==> config.mk <==
export PLATFORM = sky130hd
export DESIGN_NAME = dual_servo_motor_switch_overload_cut_unit
export DESIGN_NICKNAME = d
export VERILOG_FILES = /design/src/hw/rtl/dsmsc_pkg.sv /design/src/hw/rtl/dsmsc_lane.sv /design/src/hw/rtl/dsmsc_merge.sv /design/src/hw/rtl/dual_servo_motor_switch_overload_cut_unit.sv
export VERILOG_INCLUDE_DIRS = /design/src /design/src/hw/rtl
export SDC_FILE = /design/constraint.sdc
export NUM_CORES = 1
export LEC_CHECK = 0
export BUFFER_PORTS_ARGS = -buffer_cell sky130_fd_sc_hd__buf_2
export CAP_MARGIN = 20
export CORE_MARGIN = 3
export CORE_UTILIZATION = 63
export DETAILED_ROUTE_END_ITERATION = 7
export PLACE_DENSITY = 0.83
export SETUP_SLACK_MARGIN = 0.1
export SLEW_MARGIN = 20
export SYNTH_ARGS = -nofsm -noshare
export SYNTH_HDL_FRONTEND = slang
export SYNTH_SLANG_ARGS = --single-unit
export TNS_END_PERCENT = 5
==> constraint.sdc <==
create_clock -name clk -period 4.9 [get_ports clk]
set_input_delay 1.47 -clock clk [delete_from_list [all_inputs] [get_ports clk]]
set_output_delay 1.47 -clock clk [all_outputs]
set_load 0.05 [all_outputs]
==> src/hw/rtl/dual_servo_motor_switch_overload_cut_unit_macros.svh <==
// Assertion macros shared by the servo switch RTL.
// No dependencies; included by the files that carry assertions.
`ifndef DUAL_SERVO_MOTOR_SWITCH_OVERLOAD_CUT_UNIT_MACROS_SVH
`define DUAL_SERVO_MOTOR_SWITCH_OVERLOAD_CUT_UNIT_MACROS_SVH

// Same-cycle implication, disabled during reset.
`define DSMSC_ASSERT_NOW(label, clk, rst_n, ante, cons) \
    label: assert property (@(posedge clk) disable iff (!rst_n) (ante) |-> (cons)) \
        else $error("servo switch assertion failed");

// Next-cycle implication, disabled during reset.
`define DSMSC_ASSERT_NEXT(label, clk, rst_n, ante, cons) \
    label: assert property (@(posedge clk) disable iff (!rst_n) (ante) |=> (cons)) \
        else $error("servo switch assertion failed");

`endif

==> src/hw/rtl/dsmsc_pkg.sv <==
// Shared constants, codes and types of the dual servo motor switch.
// No dependencies.
package dsmsc_pkg;

    localparam int COUNTER_BITS = 8;
    localparam int SENSE_BITS   = 10;
    localparam int THR_BITS     = 8;
    localparam int LIMIT_BITS   = 10;
    localparam int CFG_IDX_BITS = 3;
    localparam int CFG_DATA_BITS = 10;

    // compare widths cover both operands: the counter and the threshold, the sense and the limit
    localparam int CMP_BITS  = (COUNTER_BITS > THR_BITS) ? COUNTER_BITS : THR_BITS;
    localparam int SCMP_BITS = (SENSE_BITS > LIMIT_BITS) ? SENSE_BITS : LIMIT_BITS;

    typedef logic [COUNTER_BITS-1:0] count_t;
    typedef logic [SENSE_BITS-1:0]   sense_t;
    typedef logic [THR_BITS-1:0]     thr_t;
    typedef logic [LIMIT_BITS-1:0]   limit_t;
    typedef logic [1:0]              pos_t;
    typedef logic [1:0]              drv_t;

    localparam count_t COUNT_MAX = {COUNTER_BITS{1'b1}};

    localparam pos_t POS_INVALID = 2'd0;
    localparam pos_t POS_BACK    = 2'd1;
    localparam pos_t POS_NEUTRAL = 2'd2;
    localparam pos_t POS_FORWARD = 2'd3;

    localparam drv_t DRV_OFF = 2'd0;
    localparam drv_t DRV_CW  = 2'd1;
    localparam drv_t DRV_CCW = 2'd2;

    localparam logic [CFG_IDX_BITS-1:0] CFG_TICK_MIN         = 3'd0;
    localparam logic [CFG_IDX_BITS-1:0] CFG_TICK_BACK_UPPER  = 3'd1;
    localparam logic [CFG_IDX_BITS-1:0] CFG_TICK_FWD_LOWER   = 3'd2;
    localparam logic [CFG_IDX_BITS-1:0] CFG_TICK_MAX         = 3'd3;
    localparam logic [CFG_IDX_BITS-1:0] CFG_LIMIT_ONE_MOTOR  = 3'd4;
    localparam logic [CFG_IDX_BITS-1:0] CFG_LIMIT_TWO_MOTORS = 3'd5;

    typedef struct packed {
        thr_t tick_min;
        thr_t tick_back_upper;
        thr_t tick_fwd_lower;
        thr_t tick_max;
    } thr_cfg_t;

    typedef struct packed {
        limit_t one_motor;
        limit_t two_motors;
    } limit_cfg_t;

    typedef struct packed {
        drv_t drive_a;
        drv_t drive_b;
        logic cut_off;
        pos_t position_a;
        pos_t position_b;
    } result_t;

endpackage

==> src/hw/rtl/dsmsc_lane.sv <==
// One servo channel: pulse width timer and position classifier.
// Depends on dsmsc_pkg.
module dsmsc_lane (
    input  logic                clk,
    input  logic                rst_n,
    input  logic                step,
    input  logic                level,
    input  dsmsc_pkg::thr_cfg_t thr,
    output dsmsc_pkg::pos_t     position_next
);

    logic              prev_level_reg, prev_level_next;
    logic              running_reg, running_next;
    logic              overflow_reg, overflow_next;
    dsmsc_pkg::count_t ticks_reg, ticks_next;
    dsmsc_pkg::pos_t   position_reg;

    function automatic dsmsc_pkg::pos_t classify(input dsmsc_pkg::count_t n,
                                                 input dsmsc_pkg::thr_cfg_t t);
        logic [dsmsc_pkg::CMP_BITS-1:0] nx;
        dsmsc_pkg::pos_t p;
        nx = dsmsc_pkg::CMP_BITS'(n);
        priority if (nx > dsmsc_pkg::CMP_BITS'(t.tick_max))
            p = dsmsc_pkg::POS_INVALID;
        else if (nx > dsmsc_pkg::CMP_BITS'(t.tick_fwd_lower))
            p = dsmsc_pkg::POS_FORWARD;
        else if (nx > dsmsc_pkg::CMP_BITS'(t.tick_back_upper))
            p = dsmsc_pkg::POS_NEUTRAL;
        else if (nx > dsmsc_pkg::CMP_BITS'(t.tick_min))
            p = dsmsc_pkg::POS_BACK;
        else
            p = dsmsc_pkg::POS_INVALID;
        return p;
    endfunction

    always_comb
    begin
        prev_level_next = level;
        running_next    = running_reg;
        overflow_next   = overflow_reg;
        ticks_next      = ticks_reg;
        position_next   = position_reg;
        if (level && !prev_level_reg)
        begin
            ticks_next    = dsmsc_pkg::COUNTER_BITS'(1);
            overflow_next = 1'b0;
            running_next  = 1'b1;
        end
        else if (level && prev_level_reg && running_reg)
        begin
            if (ticks_reg == dsmsc_pkg::COUNT_MAX)
                overflow_next = 1'b1;
            ticks_next = ticks_reg + dsmsc_pkg::COUNTER_BITS'(1);
        end
        else if (!level && prev_level_reg && running_reg)
        begin
            // an overflowed pulse leaves the position alone
            if (!overflow_reg)
                position_next = classify(ticks_reg, thr);
            running_next = 1'b0;
        end
    end

    always_ff @(posedge clk or negedge rst_n)
    begin
        if (!rst_n)
        begin
            prev_level_reg <= 1'b1;
            running_reg    <= 1'b0;
            overflow_reg   <= 1'b0;
            ticks_reg      <= '0;
            position_reg   <= dsmsc_pkg::POS_NEUTRAL;
        end
        else if (step)
        begin
            prev_level_reg <= prev_level_next;
            running_reg    <= running_next;
            overflow_reg   <= overflow_next;
            ticks_reg      <= ticks_next;
            position_reg   <= position_next;
        end
    end

endmodule

==> src/hw/rtl/dsmsc_merge.sv <==
// Merge stage: overcurrent trip, inhibit latch and motor drive decode.
// Depends on dsmsc_pkg.
module dsmsc_merge (
    input  logic                  clk,
    input  logic                  rst_n,
    input  logic                  step,
    input  dsmsc_pkg::pos_t       pos_a,
    input  dsmsc_pkg::pos_t       pos_b,
    input  logic                  sense_valid,
    input  dsmsc_pkg::sense_t     sense_value,
    input  dsmsc_pkg::limit_cfg_t limits,
    output dsmsc_pkg::result_t    result
);

    dsmsc_pkg::drv_t drive_a_reg, drive_a_next;
    dsmsc_pkg::drv_t drive_b_reg, drive_b_next;
    logic            latch_reg, latch_next;

    logic            on_a, on_b, trip, latch_set;
    dsmsc_pkg::limit_t limit_sel;

    function automatic dsmsc_pkg::drv_t drive_for(input dsmsc_pkg::pos_t p);
        dsmsc_pkg::drv_t d;
        unique case (p)
            dsmsc_pkg::POS_BACK:    d = dsmsc_pkg::DRV_CCW;
            dsmsc_pkg::POS_FORWARD: d = dsmsc_pkg::DRV_CW;
            default:                d = dsmsc_pkg::DRV_OFF;
        endcase
        return d;
    endfunction

    always_comb
    begin
        on_a      = drive_a_reg != dsmsc_pkg::DRV_OFF;
        on_b      = drive_b_reg != dsmsc_pkg::DRV_OFF;
        limit_sel = (on_a && on_b) ? limits.two_motors : limits.one_motor;
        trip      = (on_a || on_b) && sense_valid &&
                    (dsmsc_pkg::SCMP_BITS'(sense_value) >
                     dsmsc_pkg::SCMP_BITS'(limit_sel));
        latch_set  = latch_reg || trip;
        // release once both sticks are back at neutral
        latch_next = latch_set && !(pos_a == dsmsc_pkg::POS_NEUTRAL &&
                                    pos_b == dsmsc_pkg::POS_NEUTRAL);
        if (latch_next)
        begin
            drive_a_next = dsmsc_pkg::DRV_OFF;
            drive_b_next = dsmsc_pkg::DRV_OFF;
        end
        else
        begin
            drive_a_next = drive_for(pos_a);
            drive_b_next = drive_for(pos_b);
        end
        result.drive_a    = drive_a_next;
        result.drive_b    = drive_b_next;
        result.cut_off    = latch_next;
        result.position_a = pos_a;
        result.position_b = pos_b;
    end

    always_ff @(posedge clk or negedge rst_n)
    begin
        if (!rst_n)
        begin
            drive_a_reg <= dsmsc_pkg::DRV_OFF;
            drive_b_reg <= dsmsc_pkg::DRV_OFF;
            latch_reg   <= 1'b0;
        end
        else if (step)
        begin
            drive_a_reg <= drive_a_next;
            drive_b_reg <= drive_b_next;
            latch_reg   <= latch_next;
        end
    end

endmodule

==> src/hw/rtl/dual_servo_motor_switch_overload_cut_unit.sv <==
// An accepted result is registered in the output register, or in the skid entry on a stall.
// Throughput: one transaction per cycle while in_ready is high; the pulse timers,
// classifiers and trip/latch decode of the two lanes and merge stage are combinational.
// A two-entry output buffer keeps input accepted while one result is stalled.
// Reset: state and config registers return to their defaults, pin history reads
// high, positions neutral, drives off, latch clear; no clearing pass is needed.
// Top level of the dual servo motor switch; uses dsmsc_pkg, dsmsc_lane,
// dsmsc_merge and the assertion macro header.
`include "dual_servo_motor_switch_overload_cut_unit_macros.svh"

module dual_servo_motor_switch_overload_cut_unit (
    input  logic                                   clk,
    input  logic                                   rst_n,
    input  logic                                   cfg_we,
    input  logic [dsmsc_pkg::CFG_IDX_BITS-1:0]     cfg_index,
    input  logic [dsmsc_pkg::CFG_DATA_BITS-1:0]    cfg_data,
    input  logic                                   in_valid,
    output logic                                   in_ready,
    input  logic                                   level_a,
    input  logic                                   level_b,
    input  logic                                   sense_valid,
    input  logic [dsmsc_pkg::SENSE_BITS-1:0]       sense_value,
    output logic                                   out_valid,
    input  logic                                   out_ready,
    output logic [1:0]                             drive_a,
    output logic [1:0]                             drive_b,
    output logic                                   cut_off,
    output logic [1:0]                             position_a,
    output logic [1:0]                             position_b
);

    dsmsc_pkg::thr_cfg_t   thr_reg;
    dsmsc_pkg::limit_cfg_t limit_reg;

    logic               in_fire;
    dsmsc_pkg::pos_t    pos_a_next, pos_b_next;
    dsmsc_pkg::result_t result;

    logic               out_valid_reg, skid_valid_reg;
    dsmsc_pkg::result_t out_data_reg, skid_data_reg;

    assign in_ready = !skid_valid_reg;
    assign in_fire  = in_valid && in_ready;

    always_ff @(posedge clk or negedge rst_n)
    begin
        if (!rst_n)
        begin
            thr_reg.tick_min        <= 8'd31;
            thr_reg.tick_back_upper <= 8'd43;
            thr_reg.tick_fwd_lower  <= 8'd51;
            thr_reg.tick_max        <= 8'd63;
            limit_reg.one_motor     <= 10'd32;
            limit_reg.two_motors    <= 10'd40;
        end
        else if (cfg_we)
        begin
            unique case (cfg_index)
                dsmsc_pkg::CFG_TICK_MIN:
                    thr_reg.tick_min <= cfg_data[dsmsc_pkg::THR_BITS-1:0];
                dsmsc_pkg::CFG_TICK_BACK_UPPER:
                    thr_reg.tick_back_upper <= cfg_data[dsmsc_pkg::THR_BITS-1:0];
                dsmsc_pkg::CFG_TICK_FWD_LOWER:
                    thr_reg.tick_fwd_lower <= cfg_data[dsmsc_pkg::THR_BITS-1:0];
                dsmsc_pkg::CFG_TICK_MAX:
                    thr_reg.tick_max <= cfg_data[dsmsc_pkg::THR_BITS-1:0];
                dsmsc_pkg::CFG_LIMIT_ONE_MOTOR:
                    limit_reg.one_motor <= cfg_data[dsmsc_pkg::LIMIT_BITS-1:0];
                dsmsc_pkg::CFG_LIMIT_TWO_MOTORS:
                    limit_reg.two_motors <= cfg_data[dsmsc_pkg::LIMIT_BITS-1:0];
                default:
                    ;
            endcase
        end
    end

    dsmsc_lane u_lane_a (
        .clk           (clk),
        .rst_n         (rst_n),
        .step          (in_fire),
        .level         (level_a),
        .thr           (thr_reg),
        .position_next (pos_a_next)
    );

    dsmsc_lane u_lane_b (
        .clk           (clk),
        .rst_n         (rst_n),
        .step          (in_fire),
        .level         (level_b),
        .thr           (thr_reg),
        .position_next (pos_b_next)
    );

    dsmsc_merge u_merge (
        .clk         (clk),
        .rst_n       (rst_n),
        .step        (in_fire),
        .pos_a       (pos_a_next),
        .pos_b       (pos_b_next),
        .sense_valid (sense_valid),
        .sense_value (sense_value),
        .limits      (limit_reg),
        .result      (result)
    );

    // output register plus skid entry
    always_ff @(posedge clk or negedge rst_n)
    begin
        if (!rst_n)
        begin
            out_valid_reg  <= 1'b0;
            skid_valid_reg <= 1'b0;
        end
        else
        begin
            if (!out_valid_reg || out_ready)
            begin
                if (skid_valid_reg)
                begin
                    out_valid_reg  <= 1'b1;
                    skid_valid_reg <= 1'b0;
                end
                else
                begin
                    out_valid_reg <= in_fire;
                end
            end
            else if (in_fire)
            begin
                skid_valid_reg <= 1'b1;
            end
        end
    end

    always_ff @(posedge clk)
    begin
        if (!out_valid_reg || out_ready)
        begin
            if (skid_valid_reg)
                out_data_reg <= skid_data_reg;
            else if (in_fire)
                out_data_reg <= result;
        end
        else if (in_fire)
        begin
            skid_data_reg <= result;
        end
    end

    assign out_valid  = out_valid_reg;
    assign drive_a    = out_data_reg.drive_a;
    assign drive_b    = out_data_reg.drive_b;
    assign cut_off    = out_data_reg.cut_off;
    assign position_a = out_data_reg.position_a;
    assign position_b = out_data_reg.position_b;

    `DSMSC_ASSERT_NOW(a_skid_behind_out, clk, rst_n, skid_valid_reg, out_valid_reg)
    `DSMSC_ASSERT_NEXT(a_stall_fills_skid, clk, rst_n,
        in_fire && out_valid_reg && !out_ready, skid_valid_reg && out_valid_reg)
    `DSMSC_ASSERT_NOW(a_cut_means_off, clk, rst_n, out_valid_reg && out_data_reg.cut_off,
        out_data_reg.drive_a == dsmsc_pkg::DRV_OFF && out_data_reg.drive_b == dsmsc_pkg::DRV_OFF)

endmodule

==> flow_metrics.env, run 1 <==
export IMPL_powerDensity_nw_per_um2=391
export IMPL_fmax_ghz=0.306
export IMPL_cts_root_buf="clkbuf_8"
export IMPL_grt_pass1_wl_mm=21.3
export IMPL_worstSetupEndpointType="flip-flop"
export IMPL_period_needed_ps=3260
export IMPL_min_to="u_lane_a.position_reg[1]"
export IMPL_wl_per_cell_um=17.2
export IMPL_chipWidth_um=104
export IMPL_coreArea_um2=9240
export IMPL_cts_hold_buf=0
export IMPL_final_hold_violation_count=0
export IMPL_nets=722
export IMPL_synthDistinctLibCells=52
export IMPL_numCtsBuffers=9
export IMPL_dieHeight_um=104
export IMPL_met1_length_mm=5.71
export IMPL_grt_overflow=0
export IMPL_synthArstFlopShare_pct=82.5
export IMPL_clkSlewWorstSetupHoldPaths_ps=120
export IMPL_reg2reg_to="drive_a[0]"
export IMPL_reg2reg_from="u_merge.drive_b_reg[1]"
export IMPL_top_layer="met4"
export IMPL_worst_r2r_cell_count=10
export IMPL_area_growth_synth_to_final_pct=9.02
export IMPL_synth_edf_count=18
export IMPL_crit_type="reg2reg"
export IMPL_layout_commonest_cell="ha_1"
export IMPL_crit_fanout=6
export IMPL_post_cts_setup_buffer_count=0
export IMPL_min_period_over_period_pct=66.6
export IMPL_drt_iter0_markers=151
export IMPL_globalRouteTotalUtil_pct=24.7
export IMPL_whs_ps=482
export IMPL_fill_cells=671
export IMPL_switching_share_pct=36.8
export IMPL_crit_arrival_ps=3450
export IMPL_initial_core_util_pct=65.0
export IMPL_p_seq_share_pct=46.9
export IMPL_status="complete, no violations"
export IMPL_avgViaCountPerCell=5.87
export IMPL_drv_cap=0
export IMPL_vias=4399
export IMPL_hp_start="u_lane_a.position_reg[1]"
export IMPL_yosysWarnings=0
export IMPL_synth_fp_nets=677
export IMPL_routed_wl_mm=12.9
export IMPL_hpwl_mm=9.84
export IMPL_p_sw_mw=0.944
export IMPL_rsz0062_at_grt="no"
export IMPL_tightest_slew_ps=873
export IMPL_slew_limit_headroom_pct=41.6
export IMPL_clockBufferDepth=2
export IMPL_cts_sinks=103
export IMPL_fin_setup_tns_ps=0
export IMPL_synthCells=570
export IMPL_setup_viol=0
export IMPL_htreeDepth=3
export IMPL_min_path_cells=2
export IMPL_final_cell_mix="76 x ha_1, 67 x nand2_1, 59 x dfrtp_1"
export IMPL_synthFlopType="dfrtp_1"
export IMPL_drive_gt1_share_pct=23.2
export IMPL_gp_congestion=0.902
export IMPL_dieArea_um2=10700
export IMPL_diodes=0
export IMPL_post_cts_resized=0
export IMPL_route_met2_wl_mm=6.49
export IMPL_grt_max_degree=86
export IMPL_fin_skew_ps=20.1
export IMPL_start_kind="flip-flop"
export IMPL_first_pass_iters=4
export IMPL_drc=0
export IMPL_synth_area_per_cell_um2=10.5
export IMPL_crit_required_ps=5090
export IMPL_clkPwrFrac_pct=19.9
export IMPL_rrSetupSlack_ps=1640
export IMPL_grt_pass1_vias=4485
export IMPL_largest_reg_flops=32
export IMPL_io_pins=42
export IMPL_drtAntennaViolNets=0
export IMPL_antenna_found_initial=0
export IMPL_power_internal_mw=1.62
export IMPL_tritoncts="yes"
export IMPL_maxSlewViolCount=0
export IMPL_netlist_area_um2=6010
export IMPL_ir_worst_vdd_mv=0.287
export IMPL_met3WireLength_um=453
export IMPL_hold_class="reg2reg"
export IMPL_clock_latency_ps=370
export IMPL_p_comb_share_pct=33.2
export IMPL_row_count=35
export IMPL_port_buffer_count=41
export IMPL_leakage_nw=3.04
export IMPL_synth_seq_cells=103
export IMPL_ys_seq_area_share_pct=44.9
export IMPL_power_mw=2.56
-- synth_stat cells, types with 2 or more instances --
| library cell | count | area (um2) |
|---|---|---|
| o21ai_0 | 37 | 185 |
| inv_1 | 40 | 150 |
| nor2b_1 | 10 | 62.6 |
| and2_1 | 2 | 12.5 |
| xor2_1 | 8 | 70.1 |
| o21a_1 | 5 | 37.5 |
| o31ai_2 | 2 | 25.0 |
| a21oi_1 | 42 | 210 |
| or3_1 | 4 | 25.0 |
| nor2_1 | 24 | 90.1 |
| dfstp_2 | 26 | 683 |
| and3_1 | 3 | 18.8 |
| o211ai_1 | 9 | 67.6 |
| dfrtp_1 | 59 | 1480 |
| clkbuf_1 | 8 | 30.0 |
| mux2i_1 | 10 | 100 |
| nand2_1 | 67 | 251 |
| nand2_2 | 3 | 18.8 |
| o21ai_1 | 9 | 45.0 |
| nand3_1 | 6 | 30.0 |
| edfxtp_1 | 18 | 541 |
| o31ai_1 | 3 | 22.5 |
| o22ai_1 | 7 | 43.8 |
| nand4_1 | 23 | 144 |
| ha_1 | 76 | 951 |
| inv_2 | 4 | 15.0 |
| nand2b_1 | 3 | 18.8 |
| mux2_2 | 36 | 405 |
| a21o_1 | 3 | 22.5 |
-- metal layers --
layer	track usage, %	vias up
met4	7.79	0
met2	43.6	87
met3	3.99	25
met5	0	-
met1	31.4	2149
li1	-	2138
-- stage by stage --
stage / setup WS (ps) / std cells / area [um2] / util (%)
floorplan: 1830 / 570 / 6010 / -
global placement: 1570 / 733 / 6360 / 68.8
detailed placement: 1430 / 733 / 6360 / 68.8
CTS: 1600 / 749 / 6550 / 70.8
global route: 1370 / 749 / 6550 / 70.9
finish: 1640 / 749 / 6550 / 70.9
-- power by group through the flow --
stage | Clock, mW | Sequential [mW] | Combinational, mW
after floorplan | 0 | 1.21 | 0.599
after global placement | 0 | 1.20 | 0.784
after detailed placement | 0 | 1.21 | 0.843
after CTS | 0.521 | 1.20 | 0.850
after global routing | 0.556 | 1.22 | 0.958
final | 0.510 | 1.20 | 0.851
-- cell families (layout without fill, tap and decap cells) --
kind of cell	after synthesis	after routing	synth area share (%)
flip-flops	103	103	44.9
adder cells (fa/ha/maj)	76	76	15.8
buffers and inverters	54	104	3.44
multiplexers	46	46	8.41
AND/OR/NAND/NOR	155	155	12.9
AO/OA/AOI/OAI	128	128	13.3
XOR/XNOR	8	8	1.17
-- worst max path at each step --
| stage | from | endpoint | slack (ps) | cells past startpoint |
|---|---|---|---|---|
| 2_1_floorplan | sense_value[7] | drive_a[0] | 1830 | 8 |
| 3_3_place_gp | sense_value[7] | drive_a[1] | 1570 | 9 |
| 3_5_place_dp | sense_value[7] | drive_a[0] | 1430 | 9 |
| 4_1_cts | u_merge.drive_b_reg[1] | drive_a[0] | 1600 | 10 |
| 5_1_grt | u_merge.drive_b_reg[1] | drive_a[0] | 1370 | 10 |
| 6_report | u_merge.drive_b_reg[1] | drive_a[0] | 1640 | 10 |
-- final cells by class --
cell class / count / area (um2) / area share (%)
clock buffers: 9 / 124 / 1.89
clock inverters: 7 / 63.8 / 0.974
inverters: 44 / 165 / 2.52
multi-input cells: 413 / 3100 / 47.4
flip-flops and latches: 103 / 2700 / 41.2
well taps: 129 / 161 / 2.46
repair buffers: 44 / 234 / 3.57
-- worst max-delay path, stage by stage, from the launching register on --
cell and delay, ps:
dfrtp_1 430, o22ai_1 640, mux2i_1 320, ha_1 290, a21o_1 190, a21o_1 170, a21oi_1 240, o211ai_1 170
a21oi_2 250, nand2_2 140, o31ai_1 250
Power figures use the tool's default switching activity.
==> run 2: changes to the inputs <==
- ABC_AREA: default -> 1
- CORE_UTILIZATION: 63 -> 55
- PLACE_DENSITY: 0.83 -> 0.76
- clock period: 4.9 -> 2.9 ns (I/O delays scaled with it)
==> run 2 against run 1 <==
Net effect:
- final cell count is 21% higher
- worst setup slack worse by 1300 ps
- total power is 88% higher
- global-route usage is 1.3 points lower
- sequential share of layout area is 1.1 points lower
==> flow_metrics.env, run 2 <==
export IMPL_port_buffer_count=41
export IMPL_slew_limit_headroom_pct=48.0
export IMPL_yosysWarnings=0
export IMPL_synthFlopType="dfrtp_1"
export IMPL_p_comb_share_pct=36.9
export IMPL_p_sw_mw=1.89
export IMPL_yosysTopAreaCellShare_pct=24.1
export IMPL_grt_pass1_vias=5139
export IMPL_hpwl_mm=10.5
export IMPL_design_area_um2=6720
export IMPL_ys_top_cells_by_count="178 x nand2_1, 101 x inv_1, 76 x ha_1"
export IMPL_io_pins=42
export IMPL_coreArea_um2=10600
export IMPL_period_needed_ps=2560
export IMPL_clockBufferDepth=2
export IMPL_switching_share_pct=39.4
export IMPL_slowest_delay_ps=390
export IMPL_synth_fp_nets=823
export IMPL_avgViaCountPerCell=5.45
export IMPL_yosys_area_share_simple_pct=18.5
export IMPL_status="complete, no violations"
export IMPL_powerDensity_nw_per_um2=715
export IMPL_cp_common_cell="o21ai_0"
export IMPL_fin_skew_ps=11.7
export IMPL_fin_setup_tns_ps=0
export IMPL_grt_max_degree=47
export IMPL_synth_edf_count=18
export IMPL_ir_worst_vdd_mv=0.451
export IMPL_wl_per_cell_um=15.1
export IMPL_drtAntennaViolNets=0
export IMPL_muxShareOfSynthArea_pct=1.65
export IMPL_leakage_nw=3.57
export IMPL_cts_sinks=103
export IMPL_area_growth_synth_to_final_pct=9.72
export IMPL_crit_arrival_ps=2790
export IMPL_worstSetupEndpointType="flip-flop"
export IMPL_dieHeight_um=112
export IMPL_clock_latency_ps=380
export IMPL_grt_pass1_wl_mm=23.6
export IMPL_path_delay_family="compound AO/OA/AOI/OAI gates"
export IMPL_cts_root_buf="clkbuf_8"
export IMPL_synthTopCellsByArea="dfrtp_1 24%, ha_1 16%, dfstp_2 11%"
export IMPL_drive_gt1_share_pct=14.5
export IMPL_final_cell_mix="178 x nand2_1, 101 x inv_1, 76 x ha_1"
export IMPL_tightest_slew_ps=777
export IMPL_routed_wl_mm=13.6
export IMPL_fmax_ghz=0.391
export IMPL_drv_cap=0
export IMPL_nets=869
export IMPL_rrSetupSlack_ps=340
export IMPL_initial_core_util_pct=57.8
export IMPL_clkSlewWorstSetupHoldPaths_ps=110
export IMPL_yosysMostFrequentCell="nand2_1"
export IMPL_power_mw=4.81
export IMPL_maxSlewViolCount=0
export IMPL_cts_hold_buf=0
export IMPL_post_cts_setup_buffer_count=0
export IMPL_dieArea_um2=12400
export IMPL_synthCells=716
export IMPL_synth_area_per_cell_um2=8.56
export IMPL_layout_commonest_cell="nand2_1"
export IMPL_clkPwrFrac_pct=19.9
export IMPL_diodes=0
export IMPL_cp_depth=11
export IMPL_min_period_over_period_pct=88.2
export IMPL_numCtsBuffers=9
export IMPL_synth_xor_area_share_pct=0.143
export IMPL_rsz0062_at_grt="no"
export IMPL_crit_fanout=10
export IMPL_path_buf_inv=0
export IMPL_grt_overflow=0
export IMPL_power_internal_mw=2.92
export IMPL_place_area_um2=6510
export IMPL_globalRouteTotalUtil_pct=23.4
export IMPL_antenna_found_initial=0
export IMPL_row_count=37
export IMPL_vias=4918
export IMPL_htreeDepth=3
export IMPL_path_cells="or2_2 -> nand2_4 -> mux2i_1 -> ha_1 -> a21oi_1 -> o21ai_0 -> nand2_1 -> o2111ai_1 -> a21oi_4 -> nand3_1 -> o21ai_0"
export IMPL_hold_class="in2async"
export IMPL_p_seq_share_pct=43.1
export IMPL_critical_path_slowest_cell="dfrtp_1"
export IMPL_synth_seq_cells=103
export IMPL_utilization_pct=63.4
export IMPL_crit_type="reg2reg"
export IMPL_synthArstFlopShare_pct=82.5
export IMPL_start_kind="flip-flop"
export IMPL_gp_congestion=1.01
export IMPL_final_hold_violation_count=0
export IMPL_ys_seq_area_share_pct=44.1
export IMPL_first_pass_iters=5
export IMPL_drt_iter0_markers=291
export IMPL_synthDistinctLibCells=38
export IMPL_netlist_area_um2=6130
export IMPL_synth_top_area_cell="dfrtp_1"
export IMPL_worst_r2r_cell_count=11
export IMPL_synth_compound_area_share_pct=12.8
export IMPL_tritoncts="yes"
export IMPL_setup_viol=0
export IMPL_crit_required_ps=3130
export IMPL_chipWidth_um=112
export IMPL_largest_reg_flops=32
export IMPL_drc=0
export IMPL_synth_top_family_by_area="simple AND/OR/NAND/NOR gates"
export IMPL_synth_adder_area_share_pct=15.5
-- run 2: cell types whose count changed after synthesis, moves of 14 or more --
cell     change
nand2_1    +111
nand4_1     -14
mux2_2      -35
nor2_1      +20
inv_1       +61
o21ai_0     +36
-- run 2: final timing paths --
check,startpoint,to
worst min-delay path,rst_n,u_lane_b.ticks_reg[5]
min in group clk,thr_reg[20],thr_reg[20]
worst max-delay path,u_merge.drive_a_reg[1],drive_a[0]
worst min register to register,thr_reg[20],thr_reg[20]
worst max register to register,u_merge.drive_a_reg[1],drive_a[0]
max in group asynchronous,rst_n,thr_reg[17]
-- run 2: cell type report --
cell class	count	area (um2)
Clock buffer	9	124
Clock inverter	7	83.8
Fill cell	893	3880
Inverter	106	405
Multi-Input combinational cell	496	2980
Sequential cell	103	2700
Tap cell	136	170
Timing Repair Buffer	46	258
-- run 2: cells by family (layout without fill, tap and decap cells) --
kind of cell | Yosys count | after routing
buffers and inverters | 117 | 168
XOR/XNOR | 1 | 1
flip-flops | 103 | 103
multiplexers | 10 | 10
adder cells (fa/ha/maj) | 76 | 76
AND/OR/NAND/NOR | 271 | 271
AO/OA/AOI/OAI | 138 | 138
-- run 2: worst register-to-register path: stages (launching register included) --
cell and delay (ps):
dfrtp_1 390, or2_2 330, nand2_4 180, mux2i_1 240, ha_1 270, a21oi_1 120
o21ai_0 80, nand2_1 60, o2111ai_1 160, a21oi_4 250, nand3_1 140, o21ai_0 170
-- run 2: stage by stage --
| stage | instances | hold slack (ps) | setup WS [ps] |
|---|---|---|---|
| finish | 903 | 485 | 342 |
| CTS | 903 | 498 | 251 |
| global route | 903 | 513 | 103 |
| detailed placement | 887 | 473 | 278 |
| floorplan | 716 | 441 | 480 |
| global placement | 887 | 461 | 340 |
-- run 2: power by group through the flow --
stage                     clock, mW  sequential, mW  combinational [mW]
final                         0.959            2.07                1.78
after global placement            0            2.09                1.65
after global routing           1.05            2.11                2.05
after detailed placement          0            2.10                1.76
after floorplan                   0            2.12                1.23
after CTS                     0.980            2.07                1.77
-- run 2: repair_timing --
action,CTS,global route
resized for setup,0,1
endpoints found under the hold margin,0,0
endpoints found under the setup margin,0,7
-- run 2: routing by layer --
layer	part of all wire (%)	vias up	global-route usage, %
met2	49	111	40.3
met3	3.7	36	3.64
met5	0	-	0
li1	-	2464	-
met1	44	2307	29.1
met4	3.0	0	10.5
==> run 3: changes to the inputs <==
--- a/config.mk
+++ b/config.mk
@@ -15,2 +15,3 @@
 export PLACE_DENSITY = 0.76
+export RECOVER_POWER = 50
 export SETUP_SLACK_MARGIN = 0.1
--- a/constraint.sdc
+++ b/constraint.sdc
@@ -3,2 +3,2 @@
 set_output_delay 0.87 -clock clk [all_outputs]
-set_load 0.05 [all_outputs]
+set_load 0.02 [all_outputs]
==> run 3 against run 2 <==
Net effect:
- total power shrank 1.6%
- via count grew 0.22%
- combinational power shrank 4%
- core utilization shrank 0.34 points
- fmax is essentially flat
- routed wire length is essentially flat
- clock power is essentially flat
- sequential power is essentially flat
- global-route usage is the same
- worst setup slack gained 2.1 ps
- critical path type unchanged
- critical endpoint unchanged
- largest cell class unchanged
- highest routed layer unchanged
==> flow_metrics.env, run 3 (synthesis results as in run 2) <==
export IMPL_fill_cells=901
export IMPL_fmax_ghz=0.391
export IMPL_crit_type="reg2reg"
export IMPL_grt_pass1_vias=5139
export IMPL_utilization_pct=63.1
export IMPL_clkSlewWorstSetupHoldPaths_ps=100
export IMPL_status="complete, no violations"
export IMPL_rsz0062_at_grt="no"
export IMPL_clockBufferDepth=2
export IMPL_place_area_um2=6510
export IMPL_crit_fanout=10
export IMPL_avgViaCountPerCell=5.46
export IMPL_routed_wl_mm=13.6
export IMPL_rrSetupSlack_ps=340
export IMPL_cts_root_buf="clkbuf_8"
export IMPL_cts_hold_buf=0
export IMPL_setup_viol=0
export IMPL_tritoncts="yes"
export IMPL_ir_worst_vdd_mv=0.401
export IMPL_nets=869
export IMPL_slowest_delay_ps=390
export IMPL_drtAntennaViolNets=0
export IMPL_crit_arrival_ps=2780
export IMPL_cp_common_cell="o21ai_0"
export IMPL_design_area_um2=6690
export IMPL_worstSetupEndpointType="flip-flop"
export IMPL_layout_commonest_cell="nand2_1"
export IMPL_grt_max_degree=47
export IMPL_drc=0
export IMPL_period_needed_ps=2560
export IMPL_hold_class="reg2reg"
export IMPL_final_cell_mix="179 x nand2_1, 101 x inv_1, 76 x ha_1"
export IMPL_fin_skew_ps=11.2
export IMPL_path_cells="or2_2 -> nand2_4 -> mux2i_1 -> ha_1 -> a21oi_1 -> o21ai_0 -> nand2_1 -> o2111ai_1 -> a21oi_4 -> nand3_1 -> o21ai_0"
export IMPL_cts_sinks=103
export IMPL_gp_congestion=1.01
export IMPL_dpl_cell_count=887
export IMPL_dieHeight_um=112
export IMPL_powerDensity_nw_per_um2=708
export IMPL_finalWorstSetupSlack_ps=344
export IMPL_io_pins=42
export IMPL_htreeDepth=3
export IMPL_pre_cts_ws_ps=278
export IMPL_slew_limit_headroom_pct=22.3
export IMPL_row_count=37
export IMPL_start_kind="flip-flop"
export IMPL_dieArea_um2=12400
export IMPL_area_growth_synth_to_final_pct=9.13
export IMPL_drt_iter0_markers=291
export IMPL_initial_core_util_pct=57.8
export IMPL_vias=4929
export IMPL_path_buf_inv=0
export IMPL_grt_overflow=0
export IMPL_maxSlewViolCount=0
export IMPL_coreArea_um2=10600
export IMPL_port_buffer_count=41
export IMPL_clock_latency_ps=380
export IMPL_min_period_over_period_pct=88.1
export IMPL_final_instance_count_excl_fill=903
export IMPL_chipWidth_um=112
export IMPL_antenna_found_initial=0
export IMPL_path_delay_family="compound AO/OA/AOI/OAI gates"
export IMPL_first_pass_iters=5
export IMPL_crit_required_ps=3130
export IMPL_wl_per_cell_um=15.1
export IMPL_fin_setup_tns_ps=0
export IMPL_numCtsBuffers=9
export IMPL_largest_reg_flops=32
export IMPL_whs_ps=493
export IMPL_power_mw=4.73
export IMPL_tightest_slew_ps=1170
export IMPL_critical_path_slowest_cell="dfrtp_1"
export IMPL_globalRouteTotalUtil_pct=23.4
export IMPL_hpwl_mm=10.5
export IMPL_diodes=0
export IMPL_leakage_nw=3.54
export IMPL_final_hold_violation_count=0
export IMPL_drive_gt1_share_pct=13.7
export IMPL_grt_pass1_wl_mm=23.6
export IMPL_drv_cap=0
==> run 3: changes by cell type in the layout (fill, tap and decap cells not counted) <==
cell,delta
buf_12,-1
buf_2,-3
buf_4,-3
clkbuf_1,+5
clkbuf_2,+2
nand2_4,-1
nand2_1,+1
==> run 3: repair_timing <==
action / CTS / global route
endpoints found under the setup margin: 0 / 7
gates resized for setup: 0 / 1
buffers inserted: 0 / 0
==> run 3: tightest hold or removal path, cell delays in order (launching register included) <==
cell	delay, ps
dfrtp_1	360
nand2_1	50
o21ai_0	60
==> run 3: area by class of cell <==
cell class | count | area (um2) | area share [%]
repair buffers | 46 | 229 | 3.42
inverters | 106 | 405 | 6.06
clock inverters | 7 | 83.8 | 1.25
flip-flops and latches | 103 | 2700 | 40.4
well taps | 136 | 170 | 2.54
clock buffers | 9 | 124 | 1.85
multi-input cells | 496 | 2980 | 44.5
==> run 3: path summary, 6_finish.rpt <==
check / from / endpoint / depth (start not counted)
max: u_merge.drive_a_reg[1] / drive_a[0] / 11
min: thr_reg[29] / thr_reg[29] / 2
max reg2reg: u_merge.drive_a_reg[1] / drive_a[0] / 11
min reg2reg: thr_reg[29] / thr_reg[29] / 2
max in group asynchronous: rst_n / thr_reg[10] / 2
min in group asynchronous: rst_n / u_lane_b.ticks_reg[5] / 1
==> run 3: report_power, final <==
group          switching [mW]  internal (mW)
Sequential              0.229           1.84
Combinational            1.06          0.647
Clock                   0.537          0.419
Total                    1.82           2.91
==> run 3: routing by layer <==
layer / share of wire [%] / global-route usage [%] / wire length, um / vias up
met5: 0 / 0 / 0 / -
met4: 2.9 / 10.5 / 400 / 0
met3: 3.8 / 3.64 / 520 / 35
met2: 49 / 40.3 / 6720 / 114
met1: 44 / 29.1 / 5970 / 2315
li1: - / - / - / 2465
